<file path="src/hdl/cwef_pkg.sv">
// Shared types, constants and helpers for the control write echo filter.
// No dependencies; the other files in hdl/ except cwef_ram refer to this package by scoped names.
package cwef_pkg;

	localparam int PEND_DEPTH = 32;
	localparam int PEND_AW = (PEND_DEPTH > 1) ? $clog2(PEND_DEPTH) : 1;
	localparam int PEND_CW = $clog2(PEND_DEPTH + 1);

	localparam int VAL_W = 16;
	localparam int ADDR_W = 16;

	typedef enum logic [1:0] {
		OP_LEVEL_WR = 2'd0,
		OP_MUTE_WR  = 2'd1,
		OP_REPORT   = 2'd2,
		OP_ENUM     = 2'd3
	} op_t;

	// register index = paddr[3:2]
	localparam logic [1:0] REG_LEVEL_ADDR = 2'd0;
	localparam logic [1:0] REG_LEVEL_PRES = 2'd1;
	localparam logic [1:0] REG_MUTE_ADDR  = 2'd2;
	localparam logic [1:0] REG_MUTE_PRES  = 2'd3;

	typedef struct packed {
		logic [ADDR_W-1:0] level_address;
		logic              level_present;
		logic [ADDR_W-1:0] mute_address;
		logic              mute_present;
	} cfg_t;

	// last field in the lowest bits
	typedef struct packed {
		logic [VAL_W-1:0]  value;
		logic [ADDR_W-1:0] address;
		op_t               operation;
	} item_t;

	typedef struct packed {
		logic [VAL_W-1:0]  write_value;
		logic [ADDR_W-1:0] write_address;
		logic              issue_write;
		logic              changed;
		logic              mute;
		logic [VAL_W-1:0]  level;
	} result_t;

	localparam int IN_BITS   = $bits(item_t);
	localparam int IN_TDATA  = ((IN_BITS + 7) / 8) * 8;
	localparam int OUT_BITS  = $bits(result_t);
	localparam int OUT_TDATA = ((OUT_BITS + 7) / 8) * 8;

	typedef struct packed {
		logic capture;   // latch the accepted item
		logic exec;      // decode and run the work that needs no list walk
		logic search;    // one compare step of the list walk
		logic out_load;  // move the result into the output register
	} cmd_t;

	typedef struct packed {
		logic search_needed;
		logic search_done;
	} sts_t;

	// base + off modulo the list depth; base < depth, off <= depth
	function automatic logic [PEND_AW-1:0] ring_addr(input logic [PEND_AW-1:0] base,
			input logic [PEND_CW:0] off);
		logic [PEND_CW:0] sum;
		sum = (PEND_CW+1)'(base) + off;
		if (sum >= (PEND_CW+1)'(PEND_DEPTH)) begin
			sum = sum - (PEND_CW+1)'(PEND_DEPTH);
		end
		return sum[PEND_AW-1:0];
	endfunction

endpackage

</file>
<file path="src/hdl/cwef_ram.sv">
// Generic single-write, single-read RAM with registered read data.
// No dependencies.
module cwef_ram #(
	parameter int DEPTH = 32,
	parameter int WIDTH = 16,
	localparam int AW = (DEPTH > 1) ? $clog2(DEPTH) : 1
) (
	input  logic             clk,
	input  logic             we,
	input  logic [AW-1:0]    waddr,
	input  logic [WIDTH-1:0] wdata,
	input  logic [AW-1:0]    raddr,
	output logic [WIDTH-1:0] rdata
);

	logic [WIDTH-1:0] mem [DEPTH];
	logic [WIDTH-1:0] rdata_q;

	always_ff @(posedge clk) begin
		if (we) begin
			mem[waddr] <= wdata;
		end
		rdata_q <= mem[raddr];
	end

	assign rdata = rdata_q;

endmodule

</file>
<file path="src/hdl/cwef_dp.sv">
// Datapath: item register, current level/mute, two ring-buffer pending lists and result.
// Depends on cwef_pkg and cwef_ram.
module cwef_dp (
	input  logic             clk,
	input  logic             arst_n,
	input  cwef_pkg::cfg_t   cfg,
	input  cwef_pkg::item_t  in_item,
	input  cwef_pkg::cmd_t   cmd,
	output cwef_pkg::sts_t   sts,
	output cwef_pkg::result_t res
);

	cwef_pkg::item_t                  item_q;
	logic [cwef_pkg::VAL_W-1:0]       level_now_q;
	logic                             mute_now_q;
	logic [cwef_pkg::PEND_AW-1:0]     lhead_q, mhead_q;
	logic [cwef_pkg::PEND_CW-1:0]     lcnt_q, mcnt_q;
	logic [cwef_pkg::PEND_CW-1:0]     idx_q, cidx_q;
	logic                             changed_q, issue_q;
	logic [cwef_pkg::ADDR_W-1:0]      waddr_q;
	logic [cwef_pkg::VAL_W-1:0]       wval_q;

	logic                             is_level, is_mute, mute_bit, hit, last;
	logic [cwef_pkg::PEND_CW-1:0]     cur_cnt;
	logic                             lvl_we, mute_we;
	logic [cwef_pkg::PEND_AW-1:0]     lvl_waddr, mute_waddr, lvl_raddr, mute_raddr;
	logic [cwef_pkg::VAL_W-1:0]       lvl_rdata;
	logic                             mute_rdata;
	logic [cwef_pkg::PEND_CW:0]       retire_off;
	logic                             lvl_diff, mute_diff, lvl_full, mute_full;

	assign is_level = cfg.level_present && (item_q.address == cfg.level_address);
	assign is_mute = !is_level && cfg.mute_present && (item_q.address == cfg.mute_address);
	assign mute_bit = |item_q.value;
	assign cur_cnt = is_mute ? mcnt_q : lcnt_q;
	assign lvl_diff = item_q.value != level_now_q;
	assign mute_diff = mute_bit != mute_now_q;
	assign lvl_full = lcnt_q == cwef_pkg::PEND_CW'(cwef_pkg::PEND_DEPTH);
	assign mute_full = mcnt_q == cwef_pkg::PEND_CW'(cwef_pkg::PEND_DEPTH);

	assign sts.search_needed = (item_q.operation == cwef_pkg::OP_REPORT) &&
		(is_level || is_mute) && (cur_cnt != '0);

	// rdata/cidx_q belong to the read issued in the previous cycle
	assign hit = is_mute ? (mute_rdata == mute_bit) : (lvl_rdata == item_q.value);
	assign last = ({1'b0, cidx_q} + (cwef_pkg::PEND_CW+1)'(1)) == {1'b0, cur_cnt};
	assign sts.search_done = hit || last;
	assign retire_off = {1'b0, cidx_q} + (cwef_pkg::PEND_CW+1)'(1);

	assign lvl_we = cmd.exec && (item_q.operation == cwef_pkg::OP_LEVEL_WR) &&
		cfg.level_present && lvl_diff;
	assign mute_we = cmd.exec && (item_q.operation == cwef_pkg::OP_MUTE_WR) &&
		cfg.mute_present;
	assign lvl_waddr = cwef_pkg::ring_addr(lhead_q, {1'b0, lcnt_q});
	assign mute_waddr = cwef_pkg::ring_addr(mhead_q, {1'b0, mcnt_q});
	assign lvl_raddr = cwef_pkg::ring_addr(lhead_q, {1'b0, idx_q});
	assign mute_raddr = cwef_pkg::ring_addr(mhead_q, {1'b0, idx_q});

	cwef_ram #(.DEPTH(cwef_pkg::PEND_DEPTH), .WIDTH(cwef_pkg::VAL_W)) u_lvl_ram (
		.clk   (clk),
		.we    (lvl_we),
		.waddr (lvl_waddr),
		.wdata (item_q.value),
		.raddr (lvl_raddr),
		.rdata (lvl_rdata)
	);

	cwef_ram #(.DEPTH(cwef_pkg::PEND_DEPTH), .WIDTH(1)) u_mute_ram (
		.clk   (clk),
		.we    (mute_we),
		.waddr (mute_waddr),
		.wdata (mute_bit),
		.raddr (mute_raddr),
		.rdata (mute_rdata)
	);

	// payload registers
	always_ff @(posedge clk) begin
		cidx_q <= idx_q;
		if (cmd.capture) begin
			item_q <= in_item;
		end
		if (cmd.exec) begin
			changed_q <= 1'b0;
			issue_q <= 1'b0;
			waddr_q <= '0;
			wval_q <= '0;
			unique case (item_q.operation)
				cwef_pkg::OP_LEVEL_WR: begin
					if (lvl_we) begin
						changed_q <= 1'b1;
						issue_q <= 1'b1;
						waddr_q <= cfg.level_address;
						wval_q <= item_q.value;
					end
				end
				cwef_pkg::OP_MUTE_WR: begin
					if (cfg.mute_present) begin
						changed_q <= 1'b1;
						issue_q <= 1'b1;
						waddr_q <= cfg.mute_address;
						wval_q <= cwef_pkg::VAL_W'(mute_bit);
					end
				end
				cwef_pkg::OP_REPORT: begin
					// empty list: straight miss
					if ((is_level || is_mute) && cur_cnt == '0) begin
						changed_q <= is_mute ? mute_diff : lvl_diff;
					end
				end
				default: ;
			endcase
		end
		if (cmd.search && !hit && last) begin
			changed_q <= is_mute ? mute_diff : lvl_diff;
		end
	end

	// control state
	always_ff @(posedge clk or negedge arst_n) begin
		if (!arst_n) begin
			level_now_q <= '0;
			mute_now_q <= 1'b0;
			lhead_q <= '0;
			mhead_q <= '0;
			lcnt_q <= '0;
			mcnt_q <= '0;
			idx_q <= '0;
		end else begin
			if (cmd.exec) begin
				unique case (item_q.operation)
					cwef_pkg::OP_LEVEL_WR: begin
						if (lvl_we) begin
							level_now_q <= item_q.value;
							if (lvl_full) begin
								lhead_q <= cwef_pkg::ring_addr(lhead_q,
									(cwef_pkg::PEND_CW+1)'(1));
							end else begin
								lcnt_q <= lcnt_q + cwef_pkg::PEND_CW'(1);
							end
						end
					end
					cwef_pkg::OP_MUTE_WR: begin
						if (cfg.mute_present) begin
							mute_now_q <= mute_bit;
							if (mute_full) begin
								mhead_q <= cwef_pkg::ring_addr(mhead_q,
									(cwef_pkg::PEND_CW+1)'(1));
							end else begin
								mcnt_q <= mcnt_q + cwef_pkg::PEND_CW'(1);
							end
						end
					end
					cwef_pkg::OP_REPORT: begin
						if (is_mute && mcnt_q == '0) begin
							mute_now_q <= mute_bit;
						end else if (is_level && lcnt_q == '0) begin
							level_now_q <= item_q.value;
						end
						if (sts.search_needed) begin
							idx_q <= cwef_pkg::PEND_CW'(1);
						end
					end
					cwef_pkg::OP_ENUM: begin
						if (is_level) begin
							level_now_q <= item_q.value;
						end else if (is_mute) begin
							mute_now_q <= mute_bit;
						end
					end
					default: ;
				endcase
			end
			if (cmd.search) begin
				if (hit) begin
					// echo: drop the match and everything older
					idx_q <= '0;
					if (is_mute) begin
						mhead_q <= cwef_pkg::ring_addr(mhead_q, retire_off);
						mcnt_q <= mcnt_q - retire_off[cwef_pkg::PEND_CW-1:0];
					end else begin
						lhead_q <= cwef_pkg::ring_addr(lhead_q, retire_off);
						lcnt_q <= lcnt_q - retire_off[cwef_pkg::PEND_CW-1:0];
					end
				end else if (last) begin
					idx_q <= '0;
					if (is_mute) begin
						mcnt_q <= '0;
						mute_now_q <= mute_bit;
					end else begin
						lcnt_q <= '0;
						level_now_q <= item_q.value;
					end
				end else begin
					idx_q <= idx_q + cwef_pkg::PEND_CW'(1);
				end
			end
		end
	end

	assign res.level = level_now_q;
	assign res.mute = mute_now_q;
	assign res.changed = changed_q;
	assign res.issue_write = issue_q;
	assign res.write_address = waddr_q;
	assign res.write_value = wval_q;

`ifndef SYNTH
	a_lcnt_bound: assert property (@(posedge clk) disable iff (!arst_n)
		lcnt_q <= cwef_pkg::PEND_CW'(cwef_pkg::PEND_DEPTH) &&
		mcnt_q <= cwef_pkg::PEND_CW'(cwef_pkg::PEND_DEPTH))
		else $error("pending count above depth");
	a_walk_in_list: assert property (@(posedge clk) disable iff (!arst_n)
		cmd.search |-> cidx_q < cur_cnt)
		else $error("list walk beyond count");
	a_hit_shrinks: assert property (@(posedge clk) disable iff (!arst_n)
		cmd.search && hit && !is_mute |=> lcnt_q < $past(lcnt_q))
		else $error("echo did not retire level entries");
`endif

endmodule

</file>
<file path="src/hdl/cwef_ctrl.sv">
// Controller state machine: sequences capture, decode, list walk and result hand-off.
// Depends on cwef_pkg.
module cwef_ctrl (
	input  logic           clk,
	input  logic           arst_n,
	input  logic           s_tvalid,
	output logic           s_tready,
	input  logic           out_free,
	input  cwef_pkg::sts_t sts,
	output cwef_pkg::cmd_t cmd
);

	typedef enum logic [3:0] {
		ST_IDLE   = 4'b0001,
		ST_EXEC   = 4'b0010,
		ST_SEARCH = 4'b0100,
		ST_FIN    = 4'b1000
	} state_t;

	state_t state_q, state_d;

	always_comb begin
		state_d = state_q;
		cmd = '0;
		s_tready = 1'b0;
		unique case (state_q)
			ST_IDLE: begin
				s_tready = 1'b1;
				if (s_tvalid) begin
					cmd.capture = 1'b1;
					state_d = ST_EXEC;
				end
			end
			ST_EXEC: begin
				cmd.exec = 1'b1;
				state_d = sts.search_needed ? ST_SEARCH : ST_FIN;
			end
			ST_SEARCH: begin
				cmd.search = 1'b1;
				if (sts.search_done) begin
					state_d = ST_FIN;
				end
			end
			ST_FIN: begin
				if (out_free) begin
					cmd.out_load = 1'b1;
					state_d = ST_IDLE;
				end
			end
			default: state_d = ST_IDLE;
		endcase
	end

	always_ff @(posedge clk or negedge arst_n) begin
		if (!arst_n) begin
			state_q <= ST_IDLE;
		end else begin
			state_q <= state_d;
		end
	end

`ifndef SYNTH
	a_fin_holds: assert property (@(posedge clk) disable iff (!arst_n)
		state_q == ST_FIN && !out_free |=> state_q == ST_FIN)
		else $error("result dropped under stall");
	a_exec_once: assert property (@(posedge clk) disable iff (!arst_n)
		state_q == ST_EXEC |=> state_q == ST_SEARCH || state_q == ST_FIN)
		else $error("decode step not followed by walk or finish");
	a_search_end: assert property (@(posedge clk) disable iff (!arst_n)
		state_q == ST_SEARCH && sts.search_done |=> state_q == ST_FIN)
		else $error("list walk did not finish");
`endif

endmodule

</file>
<file path="src/hdl/control_write_echo_filter_unit.sv">
// Top level of the control write echo filter: APB register file, output register,
// and the controller/datapath pair. Depends on cwef_pkg, cwef_ctrl, cwef_dp.
//
// Usage:
//  - Input stream (s_tvalid/s_tready/s_tdata) carries one item per transfer:
//    local level write, local mute write, server report or enumeration value.
//  - Output stream (m_tvalid/m_tready/m_tdata) returns exactly one result per item:
//    current level and mute, change flag, and the server write to issue (if any).
//  - APB port holds level/mute addresses and present bits; write it only while idle.
// Sequence:
//  - Writes, enumeration items and reports that need no walk: capture (ST_IDLE), decode
//    and execute (ST_EXEC), then load into the output register (ST_FIN), which raises m_tvalid.
//  - Other server reports walk the pending list one entry per cycle through the list RAM's
//    registered read port (ST_SEARCH) between decode and output load, comparing up to
//    32 entries. A new item is taken only once the previous one is in the output
//    register.
// Reset (arst_n low): level and mute clear to 0, both pending lists empty, registers
//   zero, output register empty. No clearing pass is needed.
// Stall: the output register holds its result while m_tready is low; one further item
//   may be accepted and worked on, then it waits until the register frees.
module control_write_echo_filter_unit (
	input  logic                           clk,
	input  logic                           arst_n,
	// APB configuration port
	input  logic                           psel,
	input  logic                           penable,
	input  logic                           pwrite,
	input  logic [3:0]                     paddr,
	input  logic [31:0]                    pwdata,
	output logic [31:0]                    prdata,
	output logic                           pready,
	// input stream
	input  logic                           s_tvalid,
	output logic                           s_tready,
	input  logic [cwef_pkg::IN_TDATA-1:0]  s_tdata,  // operation[1:0], address[17:2], value[33:18]
	// output stream
	output logic                           m_tvalid,
	input  logic                           m_tready,
	output logic [cwef_pkg::OUT_TDATA-1:0] m_tdata   // level[15:0], mute[16], changed[17],
	                                                 // issue_write[18], write_address[34:19],
	                                                 // write_value[50:35]
);

	cwef_pkg::cfg_t    cfg_q;
	cwef_pkg::cmd_t    cmd;
	cwef_pkg::sts_t    sts;
	cwef_pkg::result_t res;
	cwef_pkg::item_t   in_item;
	cwef_pkg::result_t out_q;
	logic              out_valid_q;
	logic              out_free;
	logic              cfg_wr;

	// ---- configuration registers ----
	assign pready = 1'b1;
	assign cfg_wr = psel && penable && pwrite && pready;

	always_ff @(posedge clk or negedge arst_n) begin
		if (!arst_n) begin
			cfg_q <= '0;
		end else if (cfg_wr) begin
			unique case (paddr[3:2])
				cwef_pkg::REG_LEVEL_ADDR: cfg_q.level_address <= pwdata[cwef_pkg::ADDR_W-1:0];
				cwef_pkg::REG_LEVEL_PRES: cfg_q.level_present <= pwdata[0];
				cwef_pkg::REG_MUTE_ADDR:  cfg_q.mute_address <= pwdata[cwef_pkg::ADDR_W-1:0];
				cwef_pkg::REG_MUTE_PRES:  cfg_q.mute_present <= pwdata[0];
				default: ;
			endcase
		end
	end

	always_comb begin
		unique case (paddr[3:2])
			cwef_pkg::REG_LEVEL_ADDR: prdata = 32'(cfg_q.level_address);
			cwef_pkg::REG_LEVEL_PRES: prdata = 32'(cfg_q.level_present);
			cwef_pkg::REG_MUTE_ADDR:  prdata = 32'(cfg_q.mute_address);
			cwef_pkg::REG_MUTE_PRES:  prdata = 32'(cfg_q.mute_present);
			default:                  prdata = '0;
		endcase
	end

	// ---- input unpack ----
	assign in_item = cwef_pkg::item_t'(s_tdata[cwef_pkg::IN_BITS-1:0]);

	// ---- control and datapath ----
	cwef_ctrl u_ctrl (
		.clk      (clk),
		.arst_n   (arst_n),
		.s_tvalid (s_tvalid),
		.s_tready (s_tready),
		.out_free (out_free),
		.sts      (sts),
		.cmd      (cmd)
	);

	cwef_dp u_dp (
		.clk     (clk),
		.arst_n  (arst_n),
		.cfg     (cfg_q),
		.in_item (in_item),
		.cmd     (cmd),
		.sts     (sts),
		.res     (res)
	);

	// ---- output register: separates the result from the next item's work ----
	assign out_free = !out_valid_q || m_tready;

	always_ff @(posedge clk or negedge arst_n) begin
		if (!arst_n) begin
			out_valid_q <= 1'b0;
		end else if (cmd.out_load) begin
			out_valid_q <= 1'b1;
		end else if (m_tready) begin
			out_valid_q <= 1'b0;
		end
	end

	always_ff @(posedge clk) begin
		if (cmd.out_load) begin
			out_q <= res;
		end
	end

	assign m_tvalid = out_valid_q;
	assign m_tdata = cwef_pkg::OUT_TDATA'(out_q);

endmodule

</file>
<file path="config.mk">
export PLATFORM = sky130hd
export DESIGN_NAME = control_write_echo_filter_unit
export DESIGN_NICKNAME = d
export VERILOG_FILES = /design/src/hdl/cwef_pkg.sv /design/src/hdl/cwef_ram.sv /design/src/hdl/cwef_dp.sv /design/src/hdl/cwef_ctrl.sv /design/src/hdl/control_write_echo_filter_unit.sv
export SDC_FILE = /design/constraint.sdc
export NUM_CORES = 1
export LEC_CHECK = 0
export BUFFER_PORTS_ARGS = -buffer_cell sky130_fd_sc_hd__clkbuf_2
export CORE_AREA = 2 2 250 252
export CTS_CLUSTER_SIZE = 10
export DETAILED_ROUTE_END_ITERATION = 10
export DIE_AREA = 0 0 252 254
export PLACE_DENSITY = 0.72
export SETUP_SLACK_MARGIN = 0.2
export SLEW_MARGIN = 30
export SYNTH_ARGS = -nofsm -noshare
export SYNTH_HDL_FRONTEND = slang
export SYNTH_HIERARCHICAL = 1
export SYNTH_SLANG_ARGS = --single-unit
</file>
<file path="constraint.sdc">
create_clock -name clk -period 8.2 [get_ports clk]
set_input_delay 1.64 -clock clk [delete_from_list [all_inputs] [get_ports clk]]
set_output_delay 1.64 -clock clk [all_outputs]
set_load 0.03 [all_outputs]
</file>
### After elaboration in Yosys (flattened, before gate mapping)

Memory sizes are Yosys's and may differ from the RTL's. A register that Yosys moved wholly into a read port is not among the register bits.
Index checks and enable logic that the tools add are counted.

* memories: 2
* bits in writable memories: 544
* word-level logic and storage cells: 222
* output and inout port bits: 91
* flip-flop bits (word level): 209

* reduce and logical (&&, ||, !) cells: 41
* mux-type cells: 100
* $add $sub $neg: 22
* eq/ne operators: 22
* $lt $le $gt $ge: 8

Memory list
* u_dp.u_lvl_ram.mem: words 32, width 16, read ports 1, clocked after memory_dff 1, wr ports 1, RTL line cwef_ram.sv:16 `logic [WIDTH-1:0] mem [DEPTH];`
* u_dp.u_mute_ram.mem: words 32, width 1, read ports 1, clocked after memory_dff 1, wr ports 1, RTL line cwef_ram.sv:16

Operators by type and width (number)
* 16-bit 2-to-1 mux: 12
* 6-bit 2-to-1 mux: 25
* 32-bit case mux with 4 select lines: 1
* 5-bit 2-to-1 mux: 22
* 16-bit case mux with 2 select lines: 2
* 16-bit == test: 3
* 16-bit case mux with 3 select lines: 1
* 7-bit by 6-bit greater-or-equal comparator with 1-bit output, second input constant: 6
* 5-bit by 1-bit subtractor with 5-bit output, second input constant: 8
* 1-bit 2-to-1 mux: 29
* 5-bit by 6-bit adder with 7-bit output: 4
* 6-bit by 1-bit adder with 6-bit output, second input constant: 3
* 6-bit zero test: 3
* 1-bit logical AND: 17
* 4-bit 2-to-1 mux: 4
* 16-bit inequality test: 1
* 4-bit case mux with 4 select lines: 1
* 16-bit OR reduction: 1
* 5-bit by 7-bit adder with 7-bit output: 2
* 5-bit by 1-bit adder with 6-bit output, second input constant: 2
* 6-bit == test, second input constant: 2
* 6-bit greater-or-equal comparator, second input constant: 2
* 6-bit subtractor: 2
* 2-bit nonzero test: 5
* other kinds (19): 35

### Depth between registers and ports, before layout

Gate-level depths: netlist (run 1).

* depth in word-level cells: 13
* depth in mapped cells: 14
* depth with buffers taken out: 12

### Hierarchy

Netlist (run 1), hierarchy kept.

Modules (own cells, without submodules)
* cwef_ram (u_dp.u_lvl_ram): area an instance 20534.7 µm², cells an instance 1143, times used 1
* cwef_dp: area an instance 7684.9 µm², cells an instance 735, times used 1
* control_write_echo_filter_unit: area an instance 3339.5 µm², cells an instance 191, times used 1
* cwef_ram (u_dp.u_mute_ram): area an instance 1517.7 µm², cells an instance 120, times used 1
* cwef_ctrl: area an instance 284.0 µm², cells an instance 29, times used 1

### Worst setup path before layout (run 1)

No wires, ideal clock.

* path type: input port to flip-flop
* start: in m_tready
* end: reg out_q, in the netlist m_tdata[0], enable pin
* required time: 7.594 ns
* arrival time: 7.138 ns
* slack: 0.456 ns
* buffers on the path: 0
* cell stages on the path: 2
* setup time: 0.606 ns
* cell sequence: nand2b_1 -> nor4b_1

RTL lines
* from (decl): RTL line control_write_echo_filter_unit.sv:38 `input logic m_tready,`
* to (signal assigned): RTL line control_write_echo_filter_unit.sv:121 `out_q <= res;`
* to (decl): RTL line control_write_echo_filter_unit.sv:49 `cwef_pkg::result_t out_q;`

### Worst setup path in the final report (run 1)

* start: in paddr[2]
* end: out prdata[0]

* word-level cells in the longest chain between the ends: 2

Ends and longest elaborated chain
* from (decl): RTL line control_write_echo_filter_unit.sv:28 `input logic [3:0] paddr,`
* 2-bit == test, or another cell as far along: RTL line control_write_echo_filter_unit.sv:73 `unique case (paddr[3:2])`
* 32-bit case mux with 4 select lines (*): RTL line control_write_echo_filter_unit.sv:73
* to (decl): RTL line control_write_echo_filter_unit.sv:30 `output logic [31:0] prdata,`

Every way passes the cells marked *; elsewhere a longest branch is shown, timed or not. The select of a mux whose other input is x is not followed.

==> metrics.yaml, run 1 <==
routed_wl_um: 75700
cts-hold-fix-buffers: 0
n_fill_cell: 4568
cp_cell_sequence: "clkbuf_2 > mux4_2 > clkbuf_2"
multi_input_area_um2: 9980
area_growth_pct: 11.6
fin_nets: 2516
cts_buffer_depth: 3
critPathLaunchType: "input pin"
io_buffers: 127
finalHoldViolCount: 0
initial_core_util_pct: 54.5
yosysUniqueCellTypes: 78
path_common_cell: "clkbuf_2"
period_needed_ns: 4.49
ff_latch_area_um2: 22500
drt-initial-drc-count: 1605
hp-class: "flop to flop"
cp-end-kind: "output pin"
grt_setup_unrepaired: "no"
dr.pass1.iters: 7
final-setup-viol-count: 0
dieHeight_um: 254
grtUsageTotal_pct: 23.7
slew_headroom_pct: 32.7
skew_ns: 0.0353
met3_length_um: 4370
vias_per_cell: 5.95
hold_start: "u_dp/waddr_q[8]"
combPwrFrac_pct: 8.0
antenna_left: 0
slew_viol_final: 0
status: "completed"
tightest_slew_ns: 1.01
ys_seq_area_share_pct: 67.4
required_ns: 6.56
grt_pass1_vias: 19300
grt_pass1_wl_um: 114000
power_frac_seq_pct: 52.6
dr_wl_met2_um: 38100
dieArea_um2: 64000
path_clk_slew_ns: 0.05
clkLatencyLatePin_ns: 0.63
post_cts_buffers: 0
tns_ns: 0
cts_resized: 0
fin_crit_sh_pct: 54.7
switching_share_pct: 23.5
vdd_drop_max_mv: 0.162
gr-total-overflow: 0
layout-drive-gt1-share_pct: 15.2
synthFlopType: "edfxtp_1"
p_int_w: 0.00680
cts.sinks: 770
io_pins: 174
max_freq_mhz: 223
r2r-start: "cfg_q[5]"
p_sw_w: 0.00209
arrival_ns: 2.85
yosys_register_bits: 770
clkPwrFrac_pct: 39.4
dp_slack_ns: 3.72
async_reset_ff_share_pct: 10.9
synth.avg_cell_area_um2: 15.0
synthCells: 2218
fp.dieW_um: 252
crit_slowest_cell: "mux4_2"
route.detailed.drc: 0
cts_max_level: 3
gp_congestion: 0.858
synth_edf_count: 663
diodes: 0
synthTopCellsByArea: "edfxtp_1, mux2i_1, dfrtp_1, xnor2_1, a22oi_1"
fin_ws_ns: 3.71
max_stage_delay_ns: 0.56
rows: 91
root_buffer: "clkbuf_16"
numCtsBuffers: 87
antenna_found_initial: 1
power.density_nw_per_um2: 239
startpoint: "paddr[2]"
netlist_area_um2: 33400
yosysTopAreaCellShare_pct: 59.7
yosys.area.top_type: "edfxtp_1"
worst-setup-path-type: "input pin to output pin"
num_vias: 19300
cts_tree: "built"
cp_max_fo: 19
grt_max_degree: 143
dr.max_layer_used: "met5"
core_area_um2: 61300
wire_per_inst_um: 23.3
ys_warn_count: 6
drt-met1-wl_um: 30100
maxCapViolCount: 0
leakagePower_nw: 12.7
hpwl_um: 44900
layout by cell type (no fill, tap or decap), types with 21 or more instances in the layout:
cell,count
o21ai_0,23
clkbuf_2,126
mux2_2,27
nor2_1,110
a22o_1,50
dfrtp_1,83
conb_1,22
nor3_1,29
edfxtp_1,663
ha_1,41
xor2_1,35
xnor2_1,88
and2_1,21
mux2i_1,297
clkbuf_1,66
a21oi_1,61
inv_1,33
clkbuf_16,87
dfxtp_1,23
nand2_1,107
nand3_1,55
buf_4,59
a22oi_1,73
nand4_1,42
worst max-delay path: cells and delay by family:
family | cells | cell delay (ns)
buf+inv | 2 | 0.63
mux | 1 | 0.56
logic make-up after synthesis:
logic type	share of synthesized area, %
muxes	10.4
adders and majority gates	2.06
DFF	67.4
AOI/OAI and AO/OA	6.56
other	0.0225
buffers and inverters	3.25
xor gates and xnor gates	3.28
and+or+nand+nor	7.07
power by group through the flow:
stage	registers [W]	logic [W]	clock network, W
6_report	0.00467	0.000712	0.00351
5_1_grt	0.00469	0.000767	0.00372
4_1_cts	0.00467	0.000712	0.00356
3_5_place_dp	0.00475	0.000708	0
3_3_place_gp	0.00474	0.000686	0
2_1_floorplan	0.00480	0.000383	0
layout make-up:
| type | instances | area share (%) |
|---|---|---|
| multi-input combinational | 1303 | 26.8 |
| sequential | 770 | 60.4 |
| timing repair buffer | 187 | 3.01 |
| inverter | 34 | 0.343 |
| clock inverter | 8 | 0.329 |
| clock buffer | 153 | 6.51 |
| tap | 790 | 2.65 |
metrics by stage:
step	util, %	hold slack [ns]	std cells	area (um^2)	total power [W]
after global routing	60.8	0.421	3245	37200	0.00918
after detailed placement	56.6	0.405	3083	34600	0.00546
final	60.8	0.418	3245	37200	0.00889
after floorplan	-	0.345	2238	33400	0.00519
after CTS	60.7	0.417	3244	37200	0.00895
after global placement	56.5	0.401	3083	34600	0.00543
cell usage after synthesis, types with 4 or more instances:
library cell  count
clkbuf_1         36
and3_1           19
or3b_2            6
or3_1             4
and2_1           22
nand2_1         107
xor2_1           35
a31oi_1          16
nand3_1          55
nand4_1          42
nand3b_1         11
inv_1            33
o211ai_1         10
buf_12            6
nor2b_1           8
fa_1              8
o21ai_2          10
a32oi_1          18
a22o_1           50
dfrtp_1          83
buf_2            24
a21o_1           18
mux2i_1         298
mux2_4           10
edfxtp_1        663
dfxtp_1          23
ha_1             42
nor4_1            8
xnor2_1          88
buf_4            47
nor2_1          118
nand2b_1         11
a21oi_1          62
mux2_2           27
nor3_1           30
a22oi_1          73
buf_6            11
buf_8             7
o21ai_0          23
worst paths after layout:
kind	endpoint	slack, ns	cells past startpoint
setup / recovery	prdata[0]	3.71	3
hold / removal	m_tdata[27]	0.42	0
setup reg to reg	u_dp/level_now_q[2]	4.28	10
hold reg to reg	m_tdata[27]	0.42	0
max in group asynchronous	cfg_q[30]	6.10	2
min in group asynchronous	u_dp/mcnt_q[2]	0.89	1
per-layer routing:
layer	vias up	global-route usage, %
met4	2	9.96
met5	-	0
li1	8772	-
met3	181	3.72
met1	9664	30.4
met2	686	40.3
registers in the layout (all words and copies together), names as in the netlist, 16 cells and up:
name	count
u_dp/u_lvl_ram/mem	512
u_dp/item_q	34
u_dp/u_lvl_ram/rdata	16
u_dp/level_now_q	16
u_dp/waddr_q	16
cfg_q	34
m_tdata	51
u_dp/u_mute_ram/mem	32
u_dp/wval_q	16
No activity file was read; power rests on OpenSTA's default activity.
==> run 2, diff against run 1 <==
PLACE_DENSITY = 0.69   (was 0.72)
clock period = 4.28 ns   (was 8.2 ns; I/O delays follow)
==> run 2 against run 1 <==
Against the previous run: register-to-register slack got worse by 3.8 ns; largest power group unchanged; die area did not move; critical path depth rose by 7; setup slack got worse by 3.2 ns; sequential share of layout area fell by 0.56 points; total power rose by 94%; sequential cell count did not move; non-clock buffer count rose by 23; clock skew rose by 0.0086 ns.
==> metrics.yaml, run 2 (same netlist as run 1, synthesis figures left out) <==
gr-total-overflow: 0
period_needed_ns: 3.76
critPathLaunchType: "flop"
drt-initial-drc-count: 1594
combPwrFrac_pct: 7.6
slew_viol_final: 0
hpwl_um: 47800
finalHoldViolCount: 0
dieHeight_um: 254
vdd_drop_max_mv: 0.346
fin_nets: 2541
rows: 91
cp_max_fo: 17
layout_common_cells: "edfxtp_1, mux2i_1, clkbuf_2, nor2_1, nand2_1"
area_growth_pct: 12.7
power_frac_seq_pct: 52.5
hp-class: "input pin to asynchronous set/reset pin"
grt_pass1_vias: 19800
utilization_pct: 61.4
antenna_left: 0
clkPwrFrac_pct: 39.9
largest_register_ffs: 512
status: "completed"
startpoint: "cfg_q[15]"
max_freq_mhz: 266
io_pins: 174
fin_crit_sh_pct: 87.9
leakagePower_nw: 12.9
stdcell_count: 3249
layout-drive-gt1-share_pct: 16.4
regMostFlops: "u_dp/u_lvl_ram/mem"
grtUsageTotal_pct: 24.6
dieArea_um2: 64000
switching_share_pct: 23.5
tightest_slew_ns: 0.997
power.density_nw_per_um2: 459
cts_tree: "built"
rrSetupSlack_ns: 0.52
grt_setup_unrepaired: "no"
placedCellCount: 3106
r2r-start: "cfg_q[15]"
maxCapViolCount: 0
final_common_cell: "edfxtp_1"
arrival_ns: 4.25
dr.pass1.iters: 5
initial_core_util_pct: 54.5
skew_ns: 0.0439
cts_max_level: 3
required_ns: 4.77
post_cts_buffers: 0
slew_headroom_pct: 32.9
grt_max_degree: 66
cts_buffer_depth: 3
p_int_w: 0.0132
cts_resized: 0
cts.sinks: 770
route.detailed.drc: 0
path_clk_slew_ns: 0.06
worst-setup-path-type: "flop to flop"
final-setup-viol-count: 0
grt_pass1_wl_um: 118000
root_buffer: "clkbuf_16"
gp_congestion: 0.873
fp.dieW_um: 252
antenna_found_initial: 2
clkLatencyLatePin_ns: 0.64
num_vias: 19600
io_buffers: 127
core_area_um2: 61300
p_sw_w: 0.00406
cts-hold-fix-buffers: 0
tns_ns: 0
routed_wl_um: 78400
vias_per_cell: 6.03
numCtsBuffers: 89
cp-end-kind: "flop"
wire_per_inst_um: 24.1
-- run 2: cell types whose count changed in the layout (fill, tap and decap cells not counted), sizes merged --
cell | previous run | this run
buf | 61 | 84
clkbuf | 279 | 256
diode | 0 | 2
bufinv | 1 | 2
clkinvlp | 0 | 1
-- run 2: area by class of cell --
class / instances / area [um^2]
Clock buffer: 130 / 2430
Multi-Input combinational cell: 1303 / 10000
Clock inverter: 10 / 183
Inverter: 34 / 128
Sequential cell: 770 / 22500
Antenna cell: 2 / 5.00
Timing Repair Buffer: 210 / 1350
Tap cell: 790 / 988
Fill cell: 4599 / 23700
-- run 2: stage by stage --
| stage | cell area [um^2] | setup WS, ns | power (W) | hold WS, ns |
|---|---|---|---|---|
| final | 37600 | 0.518 | 0.0173 | 0.243 |
| after global routing | 37600 | 0.307 | 0.0178 | 0.263 |
| after CTS | 37600 | 0.562 | 0.0174 | 0.361 |
| after detailed placement | 34900 | 0.613 | 0.0105 | 0.405 |
| after global placement | 34900 | 0.678 | 0.0105 | 0.402 |
| after floorplan | 33600 | 0.0630 | 0.00995 | 0.345 |
-- run 2: path summary, 6_finish.rpt --
kind                                   endpoint  cells after the start
min in group clk                 u_dp/item_q[7]                      1
min                              u_dp/mcnt_q[2]                      1
max in group asynchronous  u_dp/level_now_q[12]                      2
min reg2reg                         m_tdata[19]                      0
max                        u_dp/level_now_q[15]                     10
max reg2reg                u_dp/level_now_q[15]                     10
-- run 2: critical path, stage by stage (launching register included) --
cell and delay (ns):
dfrtp_1 0.42, xor2_1 0.23, or4_4 0.57, a2111oi_2 0.33, buf_4 0.27, mux2i_2 0.81, buf_4 0.35, nand2_1 0.12
nor3_4 0.11, buf_4 0.27, o21ai_0 0.14
-- run 2: routing by layer --
layer / vias up / global-route usage [%] / share of wire, %
met4: 0 / 8.49 / 3.0
li1: 8813 / - / -
met3: 126 / 3.68 / 5.7
met2: 671 / 42.1 / 50
met1: 9982 / 32.2 / 41
met5: - / 0 / 0
-- run 2: power by group through the flow --
stage	clock network (W)	logic [W]	registers (W)
after CTS	0.00698	0.00132	0.00905
final	0.00688	0.00131	0.00906
after global placement	0	0.00127	0.00918
after global routing	0.00730	0.00142	0.00909
after detailed placement	0	0.00131	0.00920
after floorplan	0	0.000744	0.00920
